File: src/hdl/gpsc_pkg.sv
// Shared types, constants and codes for the grip pressure stiffness and closure unit.
package gpsc_pkg;

    localparam int P_W        = 16;
    localparam int F_W        = 12;
    localparam int SUM_W      = F_W + 1;
    localparam int STF_W      = 11;
    localparam int CLS_W      = 16;
    localparam int MODE_W     = 3;
    localparam int SLIM_W     = 10;
    localparam int CFG_IDX_W  = 3;
    localparam int CFG_DATA_W = 16;

    localparam int DVD_W     = 29;
    localparam int DVS_W     = 15;
    localparam int QUO_W     = 16;
    localparam int DIV_STEPS = QUO_W / 2;
    localparam int QSTF_W    = 13;
    localparam int KSTF_W    = 14;

    localparam int QUEUE_DEPTH_DEF = 2;

    // floor(t/50) == (t*1311) >> 16 for every 12-bit t
    localparam int          RECIP_W     = 11;
    localparam int          RECIP_SHIFT = 16;
    localparam int          PROD_W      = F_W + RECIP_W;
    localparam int          FALL_W      = PROD_W - RECIP_SHIFT;
    localparam int          RISE_W      = FALL_W - 2;
    localparam logic [RECIP_W-1:0] RECIP_50 = 11'd1311;

    localparam logic [STF_W-1:0] STF_SAT_MAX = 11'h7FF;
    localparam logic [STF_W-1:0] STF_HELD_RST = 11'd100;

    localparam logic [MODE_W-1:0] STF_MODE_MAX_A  = 3'd1;
    localparam logic [MODE_W-1:0] STF_MODE_MAX_B  = 3'd2;
    localparam logic [MODE_W-1:0] STF_MODE_MIN_A  = 3'd3;
    localparam logic [MODE_W-1:0] STF_MODE_MIN_B  = 3'd4;
    localparam logic [MODE_W-1:0] STF_MODE_PROP_A = 3'd5;
    localparam logic [MODE_W-1:0] STF_MODE_PROP_B = 3'd6;

    localparam logic [CFG_IDX_W-1:0] CFG_IDX_MODE     = 3'd0;
    localparam logic [CFG_IDX_W-1:0] CFG_IDX_THRESH   = 3'd1;
    localparam logic [CFG_IDX_W-1:0] CFG_IDX_FSCALE   = 3'd2;
    localparam logic [CFG_IDX_W-1:0] CFG_IDX_STF_MIN  = 3'd3;
    localparam logic [CFG_IDX_W-1:0] CFG_IDX_STF_MAX  = 3'd4;
    localparam logic [CFG_IDX_W-1:0] CFG_IDX_CLS_BASE = 3'd5;
    localparam logic [CFG_IDX_W-1:0] CFG_IDX_CLS_GAIN = 3'd6;
    localparam logic [CFG_IDX_W-1:0] CFG_IDX_CLS_MAX  = 3'd7;

    typedef struct packed {
        logic [MODE_W-1:0] mode;
        logic [F_W-1:0]    threshold;
        logic [F_W-1:0]    full_scale;
        logic [SLIM_W-1:0] stf_min;
        logic [SLIM_W-1:0] stf_max;
        logic [CLS_W-1:0]  cls_base;
        logic [CLS_W-1:0]  cls_gain;
        logic [CLS_W-1:0]  cls_max;
    } t_cfg;

    localparam t_cfg CFG_RST = '{
        mode:       3'd1,
        threshold:  12'd500,
        full_scale: 12'd3000,
        stf_min:    10'd100,
        stf_max:    10'd500,
        cls_base:   16'd8645,
        cls_gain:   16'd28500,
        cls_max:    16'd12350
    };

    typedef struct packed {
        logic [F_W-1:0]   f1;
        logic [F_W-1:0]   f2;
        logic [SUM_W-1:0] sum;
        logic             hs;
        logic             stf_upd;
    } t_item;

    typedef struct packed {
        logic full;
        logic empty;
    } t_q_stat;

    typedef enum logic [2:0] {
        BK_IDLE,
        BK_MUL,
        BK_DIV_S,
        BK_DIV_C,
        BK_OUT
    } t_back_state;

endpackage

File: src/hdl/gpsc_in_if.sv
// Input channel: raw grip pressure pair with valid/ready handshake.
interface gpsc_in_if;
    import gpsc_pkg::*;

    logic                  valid;
    logic                  ready;
    logic signed [P_W-1:0] pressure_1;
    logic signed [P_W-1:0] pressure_2;

    modport source (output valid, output pressure_1, output pressure_2, input ready);
    modport sink   (input valid, input pressure_1, input pressure_2, output ready);
endinterface

File: src/hdl/gpsc_out_if.sv
// Output channel: filtered pressures, stiffness and closure with valid/ready handshake.
interface gpsc_out_if;
    import gpsc_pkg::*;

    logic             valid;
    logic             ready;
    logic [F_W-1:0]   filtered_1;
    logic [F_W-1:0]   filtered_2;
    logic [STF_W-1:0] stiffness;
    logic [CLS_W-1:0] closure;
    logic             handshake_present;

    modport source (output valid, output filtered_1, output filtered_2, output stiffness,
                    output closure, output handshake_present, input ready);
    modport sink   (input valid, input filtered_1, input filtered_2, input stiffness,
                    input closure, input handshake_present, output ready);
endinterface

File: src/hdl/gpsc_front.sv
// Front end: input register, per-channel rate limiter and clamp, item classification.
module gpsc_front (
    input  logic             i_clk,
    input  logic             i_rst_n,
    input  gpsc_pkg::t_cfg   i_cfg,
    gpsc_in_if.sink          i_in,
    input  gpsc_pkg::t_q_stat i_q_stat,
    output logic             o_push,
    output gpsc_pkg::t_item  o_item
);
    import gpsc_pkg::*;

    logic                  r_hold_valid;
    logic signed [P_W-1:0] r_p1;
    logic signed [P_W-1:0] r_p2;
    logic [F_W-1:0]        r_prev1;
    logic [F_W-1:0]        r_prev2;

    logic [PROD_W-1:0] w_prod;
    logic [FALL_W-1:0] w_fall;
    logic [RISE_W-1:0] w_rise;
    logic [F_W-1:0]    w_f1;
    logic [F_W-1:0]    w_f2;

    function automatic logic [F_W-1:0] f_filter(
        input logic signed [P_W-1:0] a_in,
        input logic [F_W-1:0]        prev,
        input logic [F_W-1:0]        thr,
        input logic [FALL_W-1:0]     fall,
        input logic [RISE_W-1:0]     rise,
        input logic [F_W-1:0]        fs
    );
        logic signed [P_W+1:0] a;
        logic signed [P_W+1:0] p;
        logic signed [P_W+1:0] t;
        logic signed [P_W+1:0] fl;
        logic signed [P_W+1:0] rs;
        logic signed [P_W+1:0] d;
        logic signed [P_W+1:0] ad;
        logic [F_W-1:0]        res;
        a  = {{2{a_in[P_W-1]}}, a_in};
        p  = $signed({{(P_W+2-F_W){1'b0}}, prev});
        t  = $signed({{(P_W+2-F_W){1'b0}}, thr});
        fl = $signed({{(P_W+2-FALL_W){1'b0}}, fall});
        rs = $signed({{(P_W+2-RISE_W){1'b0}}, rise});
        d  = a - p;
        ad = d[P_W+1] ? -d : d;
        if (ad > t) begin
            if (d[P_W+1]) begin
                a = p - fl;
            end else begin
                a = p + rs;
            end
        end
        d  = a - p;
        ad = d[P_W+1] ? -d : d;
        if (ad < rs) begin
            a = p;
        end
        if (a[P_W+1]) begin
            res = '0;
        end else if (a > $signed({{(P_W+2-F_W){1'b0}}, fs})) begin
            res = fs;
        end else begin
            res = a[F_W-1:0];
        end
        return res;
    endfunction

    assign w_prod = PROD_W'(i_cfg.threshold) * PROD_W'(RECIP_50);
    assign w_fall = w_prod[PROD_W-1:RECIP_SHIFT];
    assign w_rise = w_fall[FALL_W-1:2];

    assign w_f1 = f_filter(r_p1, r_prev1, i_cfg.threshold, w_fall, w_rise, i_cfg.full_scale);
    assign w_f2 = f_filter(r_p2, r_prev2, i_cfg.threshold, w_fall, w_rise, i_cfg.full_scale);

    assign o_push         = r_hold_valid && !i_q_stat.full;
    assign o_item.f1      = w_f1;
    assign o_item.f2      = w_f2;
    assign o_item.sum     = {1'b0, w_f1} + {1'b0, w_f2};
    assign o_item.hs      = w_f1 > i_cfg.threshold;
    assign o_item.stf_upd = (w_f1 > i_cfg.threshold) && (w_f2 > i_cfg.threshold);

    assign i_in.ready = !r_hold_valid || o_push;

    always_ff @(posedge i_clk) begin
        if (!i_rst_n) begin
            r_hold_valid <= 1'b0;
            r_prev1      <= '0;
            r_prev2      <= '0;
        end else begin
            if (i_in.valid && i_in.ready) begin
                r_hold_valid <= 1'b1;
                r_p1         <= i_in.pressure_1;
                r_p2         <= i_in.pressure_2;
            end else if (o_push) begin
                r_hold_valid <= 1'b0;
            end
            if (o_push) begin
                r_prev1 <= w_f1;
                r_prev2 <= w_f2;
            end
        end
    end

endmodule

File: src/hdl/gpsc_queue.sv
// Small register queue between front end and back end.
module gpsc_queue #(
    parameter int DEPTH = gpsc_pkg::QUEUE_DEPTH_DEF
) (
    input  logic              i_clk,
    input  logic              i_rst_n,
    input  logic              i_push,
    input  gpsc_pkg::t_item   i_item,
    input  logic              i_pop,
    output gpsc_pkg::t_item   o_item,
    output gpsc_pkg::t_q_stat o_stat
);
    import gpsc_pkg::*;

    localparam int PTR_W = (DEPTH > 1) ? $clog2(DEPTH) : 1;
    localparam int CNT_W = $clog2(DEPTH + 1);

    t_item            r_mem [DEPTH];
    logic [PTR_W-1:0] r_wr;
    logic [PTR_W-1:0] r_rd;
    logic [CNT_W-1:0] r_cnt;

    assign o_stat.full  = r_cnt == CNT_W'(DEPTH);
    assign o_stat.empty = r_cnt == '0;
    assign o_item       = r_mem[r_rd];

    always_ff @(posedge i_clk) begin
        if (i_push) begin
            r_mem[r_wr] <= i_item;
        end
    end

    always_ff @(posedge i_clk) begin
        if (!i_rst_n) begin
            r_wr  <= '0;
            r_rd  <= '0;
            r_cnt <= '0;
        end else begin
            if (i_push) begin
                r_wr <= (r_wr == PTR_W'(DEPTH - 1)) ? '0 : r_wr + 1'b1;
            end
            if (i_pop) begin
                r_rd <= (r_rd == PTR_W'(DEPTH - 1)) ? '0 : r_rd + 1'b1;
            end
            case ({i_push, i_pop})
                2'b10:   r_cnt <= r_cnt + 1'b1;
                2'b01:   r_cnt <= r_cnt - 1'b1;
                default: r_cnt <= r_cnt;
            endcase
        end
    end

endmodule

File: src/hdl/gpsc_div.sv
// Restoring unsigned divider, two quotient bits per cycle.
module gpsc_div (
    input  logic                        i_clk,
    input  logic                        i_rst_n,
    input  logic                        i_start,
    input  logic [gpsc_pkg::DVD_W-1:0]  i_dividend,
    input  logic [gpsc_pkg::DVS_W-1:0]  i_divisor,
    output logic                        o_done,
    output logic [gpsc_pkg::QUO_W-1:0]  o_quotient,
    output logic                        o_rem_nz
);
    import gpsc_pkg::*;

    localparam int STEP_W = $clog2(DIV_STEPS);

    logic              r_busy;
    logic              r_done;
    logic [STEP_W-1:0] r_cnt;
    logic [DVS_W-1:0]  r_rem;
    logic [DVS_W-1:0]  r_dvs;
    logic [QUO_W-1:0]  r_low;
    logic [QUO_W-1:0]  r_quo;

    logic [DVS_W:0]   w_t0;
    logic [DVS_W:0]   w_t1;
    logic             w_ge0;
    logic             w_ge1;
    logic [DVS_W-1:0] w_rem0;
    logic [DVS_W-1:0] w_rem1;

    always_comb begin
        w_t0   = {r_rem, r_low[QUO_W-1]};
        w_ge0  = w_t0 >= {1'b0, r_dvs};
        w_rem0 = w_ge0 ? DVS_W'(w_t0 - {1'b0, r_dvs}) : w_t0[DVS_W-1:0];
        w_t1   = {w_rem0, r_low[QUO_W-2]};
        w_ge1  = w_t1 >= {1'b0, r_dvs};
        w_rem1 = w_ge1 ? DVS_W'(w_t1 - {1'b0, r_dvs}) : w_t1[DVS_W-1:0];
    end

    assign o_done     = r_done;
    assign o_quotient = r_quo;
    assign o_rem_nz   = r_rem != '0;

    always_ff @(posedge i_clk) begin
        if (!i_rst_n) begin
            r_busy <= 1'b0;
            r_done <= 1'b0;
            r_cnt  <= '0;
        end else begin
            r_done <= 1'b0;
            if (i_start) begin
                r_busy <= 1'b1;
                r_cnt  <= '0;
                r_rem  <= DVS_W'(i_dividend >> QUO_W);
                r_low  <= i_dividend[QUO_W-1:0];
                r_dvs  <= i_divisor;
            end else if (r_busy) begin
                r_rem <= w_rem1;
                r_low <= r_low << 2;
                r_quo <= {r_quo[QUO_W-3:0], w_ge0, w_ge1};
                r_cnt <= r_cnt + 1'b1;
                if (r_cnt == STEP_W'(DIV_STEPS - 1)) begin
                    r_busy <= 1'b0;
                    r_done <= 1'b1;
                end
            end
        end
    end

endmodule

File: src/hdl/gpsc_back.sv
// Back end: stiffness and closure sequencer with shared divider and output register.
module gpsc_back (
    input  logic              i_clk,
    input  logic              i_rst_n,
    input  gpsc_pkg::t_cfg    i_cfg,
    input  gpsc_pkg::t_item   i_item,
    input  gpsc_pkg::t_q_stat i_q_stat,
    output logic              o_pop,
    gpsc_out_if.source        o_out
);
    import gpsc_pkg::*;

    t_back_state r_state;
    t_back_state n_state;

    t_item             r_item;
    logic              r_neg;
    logic [DVD_W-1:0]  r_num_cls;
    logic [QSTF_W-1:0] r_q_stf;
    logic              r_rnz_stf;
    logic [QUO_W-1:0]  r_q_cls;
    logic [STF_W-1:0]  r_held;
    logic [STF_W-1:0]  n_held;

    logic             r_out_valid;
    logic [F_W-1:0]   r_out_f1;
    logic [F_W-1:0]   r_out_f2;
    logic [STF_W-1:0] r_out_stf;
    logic [CLS_W-1:0] r_out_cls;
    logic             r_out_hs;

    logic              w_out_free;
    logic              w_load;
    logic              w_start;
    logic [DVD_W-1:0]  w_dvd;
    logic [DVS_W-1:0]  w_dvs;
    logic              w_done;
    logic [QUO_W-1:0]  w_quo;
    logic              w_rem_nz;
    logic [SLIM_W:0]   w_diff;
    logic [SLIM_W-1:0] w_absd;
    logic [SUM_W-1:0]  w_absd7;
    logic [DVD_W-1:0]  w_mul_stf;
    logic [DVD_W-1:0]  w_mul_cls;
    logic              w_fs_zero;
    logic [KSTF_W-1:0] w_q;
    logic [KSTF_W-1:0] w_k;
    logic [STF_W-1:0]  w_k_sat;
    logic [CLS_W:0]    w_c;
    logic [CLS_W-1:0]  w_c_cl;
    logic [CLS_W-1:0]  w_closure;

    gpsc_div u_div (
        .i_clk      (i_clk),
        .i_rst_n    (i_rst_n),
        .i_start    (w_start),
        .i_dividend (w_dvd),
        .i_divisor  (w_dvs),
        .o_done     (w_done),
        .o_quotient (w_quo),
        .o_rem_nz   (w_rem_nz)
    );

    assign w_fs_zero = i_cfg.full_scale == '0;
    assign w_diff    = {1'b0, i_cfg.stf_max} - {1'b0, i_cfg.stf_min};
    assign w_absd    = w_diff[SLIM_W] ? SLIM_W'(-w_diff) : w_diff[SLIM_W-1:0];
    assign w_absd7   = ({3'b000, w_absd} << 3) - {3'b000, w_absd};
    assign w_mul_stf = DVD_W'(w_absd7) * DVD_W'(r_item.sum);
    assign w_mul_cls = DVD_W'(i_cfg.cls_gain) * DVD_W'(r_item.sum);

    assign w_dvd = (r_state == BK_MUL) ? w_mul_stf : r_num_cls;
    assign w_dvs = (r_state == BK_MUL) ? {i_cfg.full_scale, 3'b000}
                                       : {2'b00, i_cfg.full_scale, 1'b0};

    // floor of a negative quotient steps down when the remainder is nonzero
    always_comb begin
        w_q = {1'b0, r_q_stf};
        if (r_neg) begin
            w_q = KSTF_W'(-w_q) - KSTF_W'(r_rnz_stf);
        end
        w_k = {{(KSTF_W-SLIM_W){1'b0}}, i_cfg.stf_min};
        if (!w_fs_zero) begin
            w_k = w_k + w_q;
        end
        if (w_k[KSTF_W-1]) begin
            w_k_sat = '0;
        end else if (w_k[KSTF_W-2:STF_W] != '0) begin
            w_k_sat = STF_SAT_MAX;
        end else begin
            w_k_sat = w_k[STF_W-1:0];
        end
    end

    always_comb begin
        unique case (i_cfg.mode) inside
            STF_MODE_MAX_A, STF_MODE_MAX_B: n_held = STF_W'(i_cfg.stf_max);
            STF_MODE_MIN_A, STF_MODE_MIN_B: n_held = STF_W'(i_cfg.stf_min);
            STF_MODE_PROP_A, STF_MODE_PROP_B: n_held = r_item.stf_upd ? w_k_sat : r_held;
            default: n_held = r_held;
        endcase
    end

    always_comb begin
        w_c = {1'b0, i_cfg.cls_base};
        if (!w_fs_zero) begin
            w_c = w_c + {1'b0, r_q_cls};
        end
        w_c_cl    = (w_c > {1'b0, i_cfg.cls_max}) ? i_cfg.cls_max : w_c[CLS_W-1:0];
        w_closure = r_item.hs ? w_c_cl : '0;
    end

    assign w_out_free = !r_out_valid || o_out.ready;
    assign w_load     = (r_state == BK_OUT) && w_out_free;

    always_comb begin
        n_state = r_state;
        o_pop   = 1'b0;
        w_start = 1'b0;
        unique case (r_state)
            BK_IDLE: begin
                if (!i_q_stat.empty) begin
                    o_pop   = 1'b1;
                    n_state = BK_MUL;
                end
            end
            BK_MUL: begin
                w_start = 1'b1;
                n_state = BK_DIV_S;
            end
            BK_DIV_S: begin
                if (w_done) begin
                    w_start = 1'b1;
                    n_state = BK_DIV_C;
                end
            end
            BK_DIV_C: begin
                if (w_done) begin
                    n_state = BK_OUT;
                end
            end
            BK_OUT: begin
                if (w_out_free) begin
                    n_state = BK_IDLE;
                end
            end
            default: n_state = BK_IDLE;
        endcase
    end

    always_ff @(posedge i_clk) begin
        if (!i_rst_n) begin
            r_state <= BK_IDLE;
        end else begin
            r_state <= n_state;
        end
    end

    always_ff @(posedge i_clk) begin
        if (o_pop) begin
            r_item <= i_item;
        end
        if (r_state == BK_MUL) begin
            r_neg     <= w_diff[SLIM_W];
            r_num_cls <= w_mul_cls;
        end
        if (r_state == BK_DIV_S && w_done) begin
            r_q_stf   <= w_quo[QSTF_W-1:0];
            r_rnz_stf <= w_rem_nz;
        end
        if (r_state == BK_DIV_C && w_done) begin
            r_q_cls <= w_quo;
        end
    end

    always_ff @(posedge i_clk) begin
        if (!i_rst_n) begin
            r_held      <= STF_HELD_RST;
            r_out_valid <= 1'b0;
        end else begin
            if (w_load) begin
                r_held      <= n_held;
                r_out_valid <= 1'b1;
                r_out_f1    <= r_item.f1;
                r_out_f2    <= r_item.f2;
                r_out_stf   <= n_held;
                r_out_cls   <= w_closure;
                r_out_hs    <= r_item.hs;
            end else if (o_out.ready) begin
                r_out_valid <= 1'b0;
            end
        end
    end

    assign o_out.valid             = r_out_valid;
    assign o_out.filtered_1        = r_out_f1;
    assign o_out.filtered_2        = r_out_f2;
    assign o_out.stiffness         = r_out_stf;
    assign o_out.closure           = r_out_cls;
    assign o_out.handshake_present = r_out_hs;

endmodule

File: src/hdl/grip_pressure_stiffness_closure_unit.sv
// Top level of the grip pressure stiffness and closure unit: config registers and datapath.
//
//  channel  dir  handshake            payload
//  i_in     in   valid / ready        pressure_1, pressure_2 (signed 16)
//  o_out    out  valid / ready        filtered_1, filtered_2, stiffness, closure,
//                                     handshake_present
//  cfg      in   i_cfg_we             i_cfg_idx (3), i_cfg_data (16)
//
//  The back end takes a new item only after loading the last one into the output
//  register, and so sets the rate: pop, multiply, two 8-step divisions on the shared
//  two-bit-per-cycle divider, each ending on its done strobe, output load.
//  The front end filters the next item while the back end divides.
//  Reset is synchronous; it clears state and filter history and sets held stiffness to its reset value.
//  A stalled output holds its register; the queue and input register absorb stalls.
module grip_pressure_stiffness_closure_unit #(
    parameter int QUEUE_DEPTH = gpsc_pkg::QUEUE_DEPTH_DEF
) (
    input  logic                            i_clk,
    input  logic                            i_rst_n,
    gpsc_in_if.sink                         i_in,
    gpsc_out_if.source                      o_out,
    input  logic                            i_cfg_we,
    input  logic [gpsc_pkg::CFG_IDX_W-1:0]  i_cfg_idx,
    input  logic [gpsc_pkg::CFG_DATA_W-1:0] i_cfg_data
);
    import gpsc_pkg::*;

    t_cfg    r_cfg;
    logic    w_push;
    logic    w_pop;
    t_item   w_push_item;
    t_item   w_pop_item;
    t_q_stat w_q_stat;

    always_ff @(posedge i_clk) begin
        if (!i_rst_n) begin
            r_cfg <= CFG_RST;
        end else if (i_cfg_we) begin
            unique case (i_cfg_idx)
                CFG_IDX_MODE:     r_cfg.mode       <= i_cfg_data[MODE_W-1:0];
                CFG_IDX_THRESH:   r_cfg.threshold  <= i_cfg_data[F_W-1:0];
                CFG_IDX_FSCALE:   r_cfg.full_scale <= i_cfg_data[F_W-1:0];
                CFG_IDX_STF_MIN:  r_cfg.stf_min    <= i_cfg_data[SLIM_W-1:0];
                CFG_IDX_STF_MAX:  r_cfg.stf_max    <= i_cfg_data[SLIM_W-1:0];
                CFG_IDX_CLS_BASE: r_cfg.cls_base   <= i_cfg_data[CLS_W-1:0];
                CFG_IDX_CLS_GAIN: r_cfg.cls_gain   <= i_cfg_data[CLS_W-1:0];
                CFG_IDX_CLS_MAX:  r_cfg.cls_max    <= i_cfg_data[CLS_W-1:0];
                default:          r_cfg            <= r_cfg;
            endcase
        end
    end

    gpsc_front u_front (
        .i_clk    (i_clk),
        .i_rst_n  (i_rst_n),
        .i_cfg    (r_cfg),
        .i_in     (i_in),
        .i_q_stat (w_q_stat),
        .o_push   (w_push),
        .o_item   (w_push_item)
    );

    gpsc_queue #(
        .DEPTH (QUEUE_DEPTH)
    ) u_queue (
        .i_clk   (i_clk),
        .i_rst_n (i_rst_n),
        .i_push  (w_push),
        .i_item  (w_push_item),
        .i_pop   (w_pop),
        .o_item  (w_pop_item),
        .o_stat  (w_q_stat)
    );

    gpsc_back u_back (
        .i_clk    (i_clk),
        .i_rst_n  (i_rst_n),
        .i_cfg    (r_cfg),
        .i_item   (w_pop_item),
        .i_q_stat (w_q_stat),
        .o_pop    (w_pop),
        .o_out    (o_out)
    );

    a_q_consistent: assert property (@(posedge i_clk) disable iff (!i_rst_n)
        !(w_q_stat.full && w_q_stat.empty))
        else $error("queue reports full and empty together");

    a_no_push_full: assert property (@(posedge i_clk) disable iff (!i_rst_n)
        w_push |-> !w_q_stat.full)
        else $error("push into full queue");

    a_no_pop_empty: assert property (@(posedge i_clk) disable iff (!i_rst_n)
        w_pop |-> !w_q_stat.empty)
        else $error("pop from empty queue");

    a_closure_gated: assert property (@(posedge i_clk) disable iff (!i_rst_n)
        (o_out.valid && !o_out.handshake_present) |-> (o_out.closure == '0))
        else $error("closure without handshake");

    a_filtered_clamped: assert property (@(posedge i_clk) disable iff (!i_rst_n)
        o_out.valid |-> (o_out.filtered_1 <= r_cfg.full_scale &&
                         o_out.filtered_2 <= r_cfg.full_scale))
        else $error("filtered pressure above full scale");

endmodule

File: src/flat_wrapper.sv
// flat-port wrapper written by rule: the top's interface ports become plain ports
module grip_pressure_stiffness_closure_unit_flat import gpsc_pkg::*;
#(
    parameter int QUEUE_DEPTH = gpsc_pkg::QUEUE_DEPTH_DEF
)
  (i_clk, i_rst_n, i_cfg_we, i_cfg_idx, i_cfg_data, i_in_valid, i_in_pressure_1, i_in_pressure_2, i_in_ready, o_out_valid, o_out_filtered_1, o_out_filtered_2, o_out_stiffness, o_out_closure, o_out_handshake_present, o_out_ready);
  gpsc_in_if i_in_i ();
  gpsc_out_if o_out_i ();
  input  logic i_clk;
  input  logic i_rst_n;
  input  logic i_cfg_we;
  input  logic [gpsc_pkg::CFG_IDX_W-1:0] i_cfg_idx;
  input  logic [gpsc_pkg::CFG_DATA_W-1:0] i_cfg_data;
  input wire logic [$bits(i_in_i.valid)-1:0] i_in_valid;
  input wire logic [$bits(i_in_i.pressure_1)-1:0] i_in_pressure_1;
  input wire logic [$bits(i_in_i.pressure_2)-1:0] i_in_pressure_2;
  output wire logic [$bits(i_in_i.ready)-1:0] i_in_ready;
  output wire logic [$bits(o_out_i.valid)-1:0] o_out_valid;
  output wire logic [$bits(o_out_i.filtered_1)-1:0] o_out_filtered_1;
  output wire logic [$bits(o_out_i.filtered_2)-1:0] o_out_filtered_2;
  output wire logic [$bits(o_out_i.stiffness)-1:0] o_out_stiffness;
  output wire logic [$bits(o_out_i.closure)-1:0] o_out_closure;
  output wire logic [$bits(o_out_i.handshake_present)-1:0] o_out_handshake_present;
  input wire logic [$bits(o_out_i.ready)-1:0] o_out_ready;
  assign i_in_i.valid = i_in_valid;
  assign i_in_i.pressure_1 = i_in_pressure_1;
  assign i_in_i.pressure_2 = i_in_pressure_2;
  assign i_in_ready = i_in_i.ready;
  assign o_out_valid = o_out_i.valid;
  assign o_out_filtered_1 = o_out_i.filtered_1;
  assign o_out_filtered_2 = o_out_i.filtered_2;
  assign o_out_stiffness = o_out_i.stiffness;
  assign o_out_closure = o_out_i.closure;
  assign o_out_handshake_present = o_out_i.handshake_present;
  assign o_out_i.ready = o_out_ready;
  grip_pressure_stiffness_closure_unit #(.QUEUE_DEPTH(QUEUE_DEPTH)) u_core (.i_clk(i_clk), .i_rst_n(i_rst_n), .i_in(i_in_i), .o_out(o_out_i), .i_cfg_we(i_cfg_we), .i_cfg_idx(i_cfg_idx), .i_cfg_data(i_cfg_data));
endmodule
File: config.mk
export PLATFORM = sky130hd
export DESIGN_NAME = grip_pressure_stiffness_closure_unit_flat
export DESIGN_NICKNAME = d
export VERILOG_FILES = /design/src/hdl/gpsc_pkg.sv /design/src/hdl/gpsc_in_if.sv /design/src/hdl/gpsc_out_if.sv /design/src/hdl/gpsc_front.sv /design/src/hdl/gpsc_queue.sv /design/src/hdl/gpsc_div.sv /design/src/hdl/gpsc_back.sv /design/src/hdl/grip_pressure_stiffness_closure_unit.sv /design/src/flat_wrapper.sv
export SDC_FILE = /design/constraint.sdc
export NUM_CORES = 2
export LEC_CHECK = 0
export ABC_AREA = 1
export BUFFER_PORTS_ARGS = -buffer_cell sky130_fd_sc_hd__buf_2
export CAP_MARGIN = 20
export CORE_MARGIN = 3
export CORE_UTILIZATION = 35
export DETAILED_ROUTE_END_ITERATION = 12
export HOLD_SLACK_MARGIN = 0.12
export PLACE_DENSITY_LB_ADDON = 0.05
export SYNTH_ARGS = -nofsm -noshare
export SYNTH_HDL_FRONTEND = slang
export SYNTH_HIERARCHICAL = 1
export SYNTH_SLANG_ARGS = --single-unit
File: constraint.sdc
create_clock -name i_clk -period 21.5 [get_ports i_clk]
set_input_delay 2.15 -clock i_clk [delete_from_list [all_inputs] [get_ports i_clk]]
set_output_delay 2.15 -clock i_clk [all_outputs]
set_load 0.05 [all_outputs]
After elaboration in Yosys (flattened, before gate mapping)
Memories as Yosys holds them, arrays and structs flattened. A register that Yosys moved wholly into a read port is not among the register bits. Index checks and enable logic that the tools add are counted.

Register bits after elaboration: 350. Memory bits (writable): 78. Memories kept: 1. Output and inout bits: 54. Word-level logic and storage cells: 202.

Memory list: u_core.u_queue.r_mem (depth 2, width 39, read ports 1, clocked after Yosys merged registers in 1, write ports 1, RTL line gpsc_queue.sv:18) `t_item r_mem [DEPTH];`.

Multipliers: 3. Reductions and logical operators: 40. Equality and inequality tests: 25. Add/sub/neg operators: 27. Order comparisons: 11. Mux-type cells: 53. Bitwise gates (word level): 3.

Operators by type and width (count): $mux 18 (10); $gt 18x13->1 (4); $mux 12 (4); $mux 16 (3); $mux 15 (3); $lt 18x6->1 (2); $neg 17->18 (2); $neg 18->18 (2); $sub 18x13->18 (2); $sub 16x13->17 (2); $mux 11 (3); $pmux 11 s3 (1); $ge 16x15->1 (2); $sub 15x15->15 (2); $mul 16x13->29 (1); $mux 29 (1); $mux 14 (2); $eq 3x3->1 const B (9); $add 12x5->13 (2); $mul 13x13->26 (1); $mux 13 (2); $sub 12x7->13 (2); $gt 12x12->1 (2); $reduce_and 2->1 (12); other kinds (40) (86).

Logic depth before layout (Yosys ltp)
Depth after elaboration: 15. Mapped depth: 85. Gate-level depth less buffers: 84.

Modules after synthesis
The synthesis kept the hierarchy.

By module, submodules not included: gpsc_back (area each 22431.5 µm², cells each 2764, times used 1, seq. area each 4834.6 µm²); gpsc_front (area each 14601.5 µm², cells each 2170, times used 1, seq. area each 1461.4 µm²); gpsc_div (area each 4717.0 µm², cells each 599, times used 1, seq. area each 1961.9 µm²); grip_pressure_stiffness_closure_unit (area each 3642.2 µm², cells each 500, times used 1, seq. area each 1901.8 µm²); gpsc_queue (area each 3086.7 µm², cells each 156, times used 1, seq. area each 2442.3 µm²).

Worst setup path before layout
OpenSTA, ideal clock, no wires.

Path type: flip-flop to flip-flop. From: reg u_core/r_cfg[89] in the netlist's numbering. To: mem u_core/u_queue/r_mem[0][13] in the netlist's numbering (data pin). Arrival time: 11305 ps. Setup slack: 9938 ps. Library setup time: 257 ps. Cell stages (with the launch flop): 71. Path buffers: 3. Period minus slack after synthesis: 11562 ps. Cell sequence: dfxtp_1 -> fa_1 -> ha_1 -> inv_1 -> fa_1 -> inv_1 -> fa_1 -> inv_1 -> fa_1 -> inv_1 -> ha_1 -> nand2_1 -> inv_1 -> a21oi_1 -> nor3_1 -> nor2_1 -> nand2_1 -> nand2_1 -> (+35 left out) -> a21oi_1 -> nor2_1 -> or2_2 -> a2111oi_0 -> o211ai_4 -> nand3_4 -> buf_4 -> nor2_1 -> nor3_1 -> ha_1 -> a21oi_1 -> nand2_1 -> nand2_1 -> inv_2 -> nand3_1 -> nand3_1 -> nand2_1 -> nand2_1.

RTL lines: start, declared (RTL line grip_pressure_stiffness_closure_unit.sv:28) `t_cfg r_cfg;`; start signal, assigned (RTL line grip_pressure_stiffness_closure_unit.sv:48) `default: r_cfg <= r_cfg;`; end, declared (RTL line gpsc_queue.sv:18).

==> impl_metrics.py <==
metrics = {
    "detailed_routing": {
        "viasPerCell": 4.882,
        "drtIter0Drc": 2435,
        "wl_per_cell_um": 18.87,
        "postRouteAntennaNets": 0,
        "drc": 0,
        "via_count": 39452,
        "routed_wl_um": 152500,
        "dr.pass1.iters": 5,
    },
    "global_routing": {
        "grt_usage_pct": 21.46,
        "grt_pass1_wl_um": 236400,
        "grt_start_max_net_pins": 63,
        "overflow": 0,
        "antenna_found_initial": 4,
        "grt_pass1_vias": 39743,
    },
    "logic_synthesis": {
        "synth-main-ff-cell": "edfxtp_1",
        "synth-edff-count": 323,
        "synth_xor_area_share_pct": 3.461,
        "syn_nets": 7063,
        "yosysWarnings": 6,
        "async_reset_ff_share_pct": 0,
        "ys_types": 84,
        "ys_seq_area_share_pct": 25.99,
        "synth_common_cells": "1484 x nand2_1, 1114 x inv_1, 487 x ha_1",
        "yosysMostFrequentCell": "nand2_1",
        "synth-seq-cells": 468,
        "synth.cell_area_um2": 48480,
        "yosysTopAreaCell": "edfxtp_1",
        "synth_area_leaders": "edfxtp_1 20%, fa_1 14%, ha_1 13%",
        "synth_cells": 6189,
        "synthMuxAreaShare_pct": 1.030,
        "synth_fa_ha_area_share_pct": 26.24,
        "avgSynthCellArea_um2": 7.833,
        "synth_top_family_by_area": "adder cells",
        "synth-simple-area-share_pct": 24.84,
        "synth.top_cell.area_share_pct": 20.01,
        "synth_compound_area_share_pct": 7.830,
    },
    "floorplanning": {
        "initial_core_util_pct": 35.52,
        "row_count": 135,
        "dieArea_um2": 143000,
        "die_x_um": 378.2,
        "num_io_pins": 110,
        "coreArea_um2": 136500,
        "die_h_um": 378.2,
    },
    "placed_design": {
        "portBuffers": 109,
        "numPlacedInstances": 7971,
        "place_hpwl_um": 121600,
        "placed_cell_area_um2": 50840,
        "dpl_worst_slack_ns": 7.932,
        "finalWeightedCongestion": 0.8820,
    },
    "timing": {
        "finalSetupViolations": 0,
        "min_period_ns": 13.62,
        "worst_slack_ns": 7.883,
        "fin_setup_tns_ns": 0,
        "timing.fmax_ghz": 0.07344,
        "min_period_over_period_pct": 63.34,
        "hold_violations": 0,
        "maxSlewHeadroom_pct": 26.79,
        "max_slew.worst_pin.slew_ns": 1.090,
        "slew_viol_final": 0,
        "grt_setup_unrepaired": "no",
        "skew_ns": 0.08424,
    },
    "cts": {
        "clk_latency_ns": 0.70,
        "post_cts_buffers": 0,
        "cts-root-buf": "clkbuf_16",
        "cts_hold_buf": 0,
        "path_clk_slew_ns": 0.06,
        "cts_max_level": 2,
        "clock-sinks": 468,
        "post_cts_resized": 0,
        "cts_tree": "built",
        "cts_buffer_depth": 3,
        "cts_made_buffers": 57,
    },
    "worst_setup_path": {
        "slowest_delay_ns": 0.88,
        "crit_cells": 66,
        "crit_type": "reg -> reg",
        "setup.worst_path.end": "u_core/u_queue/r_mem[0][13]",
        "regToRegSetupSlack_ns": 7.88,
        "critPathLaunch": "u_core/r_cfg[87]",
        "path_buf_inv": 8,
        "r2r_cells": 66,
        "r2r-start": "u_core/r_cfg[87]",
        "crit_family": "simple AND/OR/NAND/NOR gates",
        "critPathArrivalTime_ns": 14.01,
        "required_ns": 21.89,
        "cpMaxStageDelayCell": "nor3_1",
        "cp_max_fo": 19,
        "crit_top_cell": "nand2_1",
        "r2r_end": "u_core/u_queue/r_mem[0][13]",
        "start_kind": "register",
        "crit_path_end_kind": "register",
    },
    "finish": {
        "n_fill_cell": 14453,
        "area_growth_syn_to_layout_pct": 9.062,
        "finalNonFillerCells": 8081,
        "nets": 7124,
        "drive_gt1_share_pct": 9.097,
        "finalInstanceArea_um2": 52870,
    },
    "flow_run": {
        "cap_violations": 0,
    },
    "status": {
        "status": "finished clean",
    },
    "worst_hold_path": {
        "hp-class": "reg -> reg",
    },
}
==> cell type report <==
cell class              count  area, um2  share of cell area (%)
multi-input cells        4416      30790                   58.23
flip-flops and latches    468      12600                   23.84
inverters                1158       4363                   8.252
well taps                1781       2228                   4.215
clock buffers              75       1544                   2.920
repair buffers            149      863.3                   1.633
clock inverters            33      479.2                  0.9064
diodes                      1      2.502                0.004733
==> worst register-to-register path, delay by kind of cell (launching register included) <==
family / cells / cell delay (ns)
compound gates: 11 / 2.91
xor+xnor: 1 / 0.14
fa+ha+maj: 12 / 4.46
buf+inv: 8 / 0.78
flops: 1 / 0.50
simple gates: 34 / 4.53
==> routing by layer <==
| layer | GRT usage [%] | share of wire [%] | vias up |
|---|---|---|---|
| li1 | - | - | 19823 |
| met1 | 30.11 | 48 | 18816 |
| met2 | 35.91 | 46 | 666 |
| met3 | 1.934 | 3.4 | 147 |
| met4 | 4.587 | 2.1 | 0 |
| met5 | 0 | 0 | - |
==> registers in the layout, summed over array words and instances (netlist names), 16 cells and up, named ones only <==
name and flops:
u_core/u_back/o_out.closure 16, u_core/u_front/r_p1 16, u_core/u_back/r_num_cls 29, u_core/u_back/r_item 39, u_core/u_back/u_div/o_quotient 16, u_core/r_cfg 95, u_core/u_back/r_q_cls 16, u_core/u_queue/r_mem 78
u_core/u_back/u_div/r_low 16, u_core/u_front/r_p2 16
==> placed cells by master, fill, tap and decap left out, types with 38 or more instances in the layout <==
cell       instances
nand4_1           63
buf_2            109
nor2_1           474
ha_1             487
inv_1           1114
fa_1             331
edfxtp_1         323
clkbuf_16         57
a21oi_1          282
nand2_1         1484
nor3_1            47
buf_4             38
xnor2_1           59
xor2_1           117
nand2_2           66
dfxtp_1          144
o21ai_0          209
nand3_1          372
==> cells by family (layout without fill, tap and decap cells) <==
| family | count (synthesis) | count (layout) |
|---|---|---|
| buffers and inverters | 1305 | 1415 |
| flip-flops | 468 | 468 |
| AO/OA/AOI/OAI | 664 | 664 |
| adder cells (fa/ha/maj) | 818 | 818 |
| AND/OR/NAND/NOR | 2709 | 2709 |
| multiplexers | 41 | 41 |
| other | 1 | 2 |
| XOR/XNOR | 183 | 183 |
==> worst min-delay path by stage <==
| stage | cells after the start | to | startpoint | slack (ns) |
|---|---|---|---|---|
| floorplan | 0 | u_core/u_back/o_out.filtered_1[0] | u_core/u_back/r_item[27] | 0.40 |
| global placement | 0 | u_core/u_back/o_out.filtered_1[7] | u_core/u_back/r_item[34] | 0.40 |
| detailed placement | 0 | u_core/u_back/o_out.filtered_1[1] | u_core/u_back/r_item[28] | 0.40 |
| CTS | 0 | u_core/u_back/o_out.filtered_1[1] | u_core/u_back/r_item[28] | 0.42 |
| global route | 0 | u_core/u_back/o_out.filtered_1[7] | u_core/u_back/r_item[34] | 0.43 |
| finish | 0 | u_core/u_back/o_out.filtered_1[1] | u_core/u_back/r_item[28] | 0.42 |
==> through the flow <==
step                      hold WS, ns  util (%)
final                          0.4180     38.74
after global routing           0.4276     38.74
after CTS                      0.4178     38.73
after detailed placement       0.4045     37.25
after global placement         0.4016     37.23
after floorplan                0.4003         -
Power is not shown: default switching activity piles up to over one toggle a cycle in this logic, so the estimate is an artifact.
